===== config.mk =====
export PLATFORM = sky130hd
export DESIGN_NAME = cfa_cell
export DESIGN_NICKNAME = d
export VERILOG_FILES = /design/src/sv/cfa_pkg.sv /design/src/sv/cfa_cell.sv
export SDC_FILE = /design/constraint.sdc
export NUM_CORES = 1
export LEC_CHECK = 0
export BUFFER_PORTS_ARGS = -buffer_cell sky130_fd_sc_hd__clkbuf_2
export CORE_AREA = 2 2 331 333
export DETAILED_ROUTE_END_ITERATION = 12
export DIE_AREA = 0 0 333 335
export HOLD_SLACK_MARGIN = 0.12
export MAX_ROUTING_LAYER = met4
export PLACE_DENSITY = 0.4
export SETUP_SLACK_MARGIN = 0.2
export SLEW_MARGIN = 20
export SYNTH_ARGS = -nofsm -noshare
export SYNTH_HDL_FRONTEND = slang
export SYNTH_SLANG_ARGS = --single-unit

===== constraint.sdc =====
create_clock -name clk -period 5.8 [get_ports clk]
set_input_delay 0.58 -clock clk [delete_from_list [all_inputs] [get_ports clk]]
set_output_delay 0.58 -clock clk [all_outputs]
set_load 0.01 [all_outputs]

===== src/sv/cfa_pkg.sv =====
// Shared types, constants and helpers for the Coulomb field accumulator.
// No dependencies; every other file of the block imports this package.
`timescale 1ns / 1ps

package cfa_pkg;

  localparam int CW  = 32;  // position and charge width
  localparam int FW  = 48;  // field width, Q7.40
  localparam int FRW = 6;   // fragment id width
  localparam int IW  = 6;   // slot index width on the ports
  localparam int ACW = 7;   // atom count register width

  // Request codes of the input channel.
  typedef enum logic [1:0] {
    REQ_LOAD  = 2'd0,
    REQ_POINT = 2'd1,
    REQ_INTER = 2'd2,
    REQ_READ  = 2'd3
  } req_t;

  // One atom as held in a ring cell.
  typedef struct packed {
    logic signed [CW-1:0]  x;
    logic signed [CW-1:0]  y;
    logic signed [CW-1:0]  z;
    logic signed [CW-1:0]  q;
    logic        [FRW-1:0] frag;
    logic signed [FW-1:0]  fx;
    logic signed [FW-1:0]  fy;
    logic signed [FW-1:0]  fz;
    logic                  sat;
  } atom_t;

  // Status and result of the pair term unit.
  typedef struct packed {
    logic                 busy;
    logic                 done;
    logic                 sat;
    logic signed [FW-1:0] tx;
    logic signed [FW-1:0] ty;
    logic signed [FW-1:0] tz;
  } pair_res_t;

  typedef enum logic [3:0] {
    S_IDLE,
    S_LOAD_SEEK,
    S_READ_SEEK,
    S_READ_OUT,
    S_PT_STEP,
    S_PT_WAIT,
    S_IF_TGT,
    S_IF_ZERO,
    S_IF_SRC,
    S_IF_WAIT,
    S_IF_BACK
  } ctl_state_t;

  typedef enum logic [2:0] {
    P_IDLE,
    P_MUL,
    P_SUM,
    P_SQRT,
    P_DMUL,
    P_DCHK,
    P_DIV,
    P_FIN
  } pair_state_t;

  // Saturating add of two fields; bit FW flags saturation.
  function automatic logic [FW:0] sat_add(logic signed [FW-1:0] a, logic signed [FW-1:0] b);
    logic [FW:0] s;
    s = {a[FW-1], a} + {b[FW-1], b};
    if (s[FW] != s[FW-1]) begin
      return {1'b1, s[FW], {(FW-1){~s[FW]}}};
    end
    return {1'b0, s[FW-1:0]};
  endfunction

endpackage


===== src/sv/cfa_cell.sv =====
// One ring cell of the Coulomb field accumulator: holds a single atom record.
// Depends on cfa_pkg for the atom record type.
`timescale 1ns / 1ps

module cfa_cell (
  input  logic           clk,
  input  logic           rst_n,
  input  logic           shift_en,
  input  logic           wr_en,
  input  cfa_pkg::atom_t nb_rec,
  input  cfa_pkg::atom_t wr_rec,
  output cfa_pkg::atom_t rec
);
  import cfa_pkg::*;

  atom_t rec_r;

  // Shift takes the neighbor's record; a head write lands only when the ring holds.
  always_ff @(posedge clk) begin
    if (!rst_n) begin
      rec_r.fx  <= '0;
      rec_r.fy  <= '0;
      rec_r.fz  <= '0;
      rec_r.sat <= 1'b0;
    end else if (shift_en) begin
      rec_r <= nb_rec;
    end else if (wr_en) begin
      rec_r <= wr_rec;
    end
  end

  assign rec = rec_r;

endmodule


==> impl_metrics.toml <==
[layout]
areaGrowthSynthToFinish_pct = 52.51
largest_reg_flops = 279
multi_input_area_mm2 = 0.005515
layout-drive-gt1-share = 0.6710
final_nets = 2300
ff_latch_area_mm2 = 0.006927
fillCellCount = 12180
post-route-util = 0.1831

[drt]
drt_iter0_drc = 422
vias = 10900
ant_nets = 0
vias_per_cell = 3.414
routedWlPerCell_um = 19.61
routed_wl_um = 62610
dr.pass1.iters = 4
drc = 0

[place]
gp_congestion = 0.7980
dp_hpwl_um = 50530
io_buffers = 840

[sta]
setup_viol = 0
max_slew_margin = 0.3341
finalHoldViolations = 0
finClkSkew_ns = 0
min_period_ns = 1.921
slew_violations = 0
tightestPinTransition_ns = 0.9988
rsz0062_at_grt = "no"
whs_ns = 0.3136
fin_crit_sh = 0.3312
max_freq_ghz = 0.5206
fin_tns_setup_ns = 0

[global_routing]
grt.overflow.total = 0
grt_pass1_wl_um = 83840
grt_usage = 0.1093
antenna_found_initial = 33
grt_pass1_vias = 11220
grt_max_degree = 135

[synthesis]
ys_seq_area_frac = 0.5337
synth_area_mm2 = 0.01298
synth-seq-cells = 279
synthCells = 928
syn_nets = 1490
syn_area_per_cell_um2 = 13.99
yosys_warnings = 0
yosysUniqueCellTypes = 12

[clock_tree]
cts_buffer_depth = 3
cts_tree = "done"
cts-resized-gates = 0
cts_max_level = 2
root_buffer = "clkbuf_16"
holdBufCountCts = 0
cts.sinks = 279
insertion_delay_ns = 0.56
post_cts_buffers = 0
clk_pin_slew_worst_paths_ns = 0.06
cts_buffers = 38

[critical_path]
crit_fanout = 56
crit_arrival_ns = 2.38
end_kind = "flip-flop"
critPathKind = "in -> reg"
crit_required_ns = 6.26
start_kind = "input pin"

[power_and_ir_drop]
vdd_drop_max_mv = 0.1597
combinationalPowerShare = 0.163
power_frac_seq = 0.418
internal-power_mw = 4.073
power.density_mw_per_mm2 = 279.9
p_leak_nw = 9.703
power_switching_mw = 1.467
p_clk_frac = 0.419
switching_share = 0.2647

[outcome]
outcome = "completed"

[die]
die_w_um = 333
initial_core_util = 0.1201
die-area_mm2 = 0.1116
die_h_um = 335
rows = 121
boundaryPins = 841
coreArea_mm2 = 0.1081

[job]
cap_violations = 0

[min_path]
hp-class = "in -> reg"
[cell families after synthesis]
| logic type | Yosys count | synth area share |
|---|---|---|
| simple gates | 145 | 0.06989 |
| buf+inv | 79 | 0.04194 |
| compound gates | 146 | 0.1124 |
| flops | 279 | 0.5337 |
| mux | 279 | 0.2421 |
[final timing paths]
check / start / end / slack (ns) / cells past startpoint
hold / removal: nb_rec[269] / rec[269] / 0.31 / 2
setup / recovery: wr_en / rec[138] / 3.88 / 4
setup reg to reg: rec[130] / rec[130] / 4.86 / 2
hold reg to reg: rec[26] / rec[26] / 0.60 / 2
[area by class of cell]
cell class              count  area share
flip-flops and latches    279      0.3499
multi-input cells         570      0.2786
clock inverters            18    0.007143
clock buffers              50     0.05442
repair buffers            849      0.2188
well taps                1414     0.08938
diodes                     13    0.001643
[cell usage in the layout, fill, tap and decap left out]
cell type,n
buf_12,3
buf_4,6
buf_6,2
buf_8,1
bufinv_16,1
clkbuf_1,5
clkbuf_16,39
clkbuf_2,837
clkbuf_8,6
clkinv_1,6
clkinv_2,6
clkinv_4,2
clkinv_8,2
dfxtp_1,145
diode_2,13
edfxtp_1,134
inv_6,1
mux2_1,1
mux2_2,278
nand2b_1,145
o211a_1,145
o21a_4,1
[through the flow]
stage               power (mW)  setup WS [ns]  instances  instance area, um2
floorplan                2.816          1.116        928               12980
global placement         3.284          3.281       3112               18540
detailed placement       3.284          3.279       3112               18540
CTS                      5.681          3.923       3180               19760
global route             5.823          3.811       3190               19790
finish                   5.540          3.879       3193               19790
[Yosys cell counts, drive strengths merged]
cell type / number / area [um2]
clkbuf: 49 / 284.0
mux2: 279 / 3142
nand2b: 145 / 907.1
dfxtp: 145 / 2903
o211a: 145 / 1451
buf: 30 / 260.3
o21a: 1 / 7.510
edfxtp: 134 / 4024
[power groups by stage]
stage	logic, mW	registers [mW]	clock network, mW
3_3_place_gp	0.924	2.36	0
5_1_grt	0.979	2.34	2.51
4_1_cts	0.925	2.32	2.43
6_report	0.903	2.32	2.32
2_1_floorplan	0.372	2.44	0
3_5_place_dp	0.922	2.36	0
[layer usage]
layer	track usage	wire length (um)	vias up
met5	-	0	-
met4	0.02802	1341	0
met3	0.04158	5841	81
met2	0.1857	31280	529
met1	0.1197	24150	5166
li1	-	-	5125
[worst max-delay path, stage by stage]
cell     delay, ns
buf_6         0.33
buf_4         0.72
mux2_2        0.41
o211a_1       0.20
Note: power is estimated with default switching activity, not from simulation.
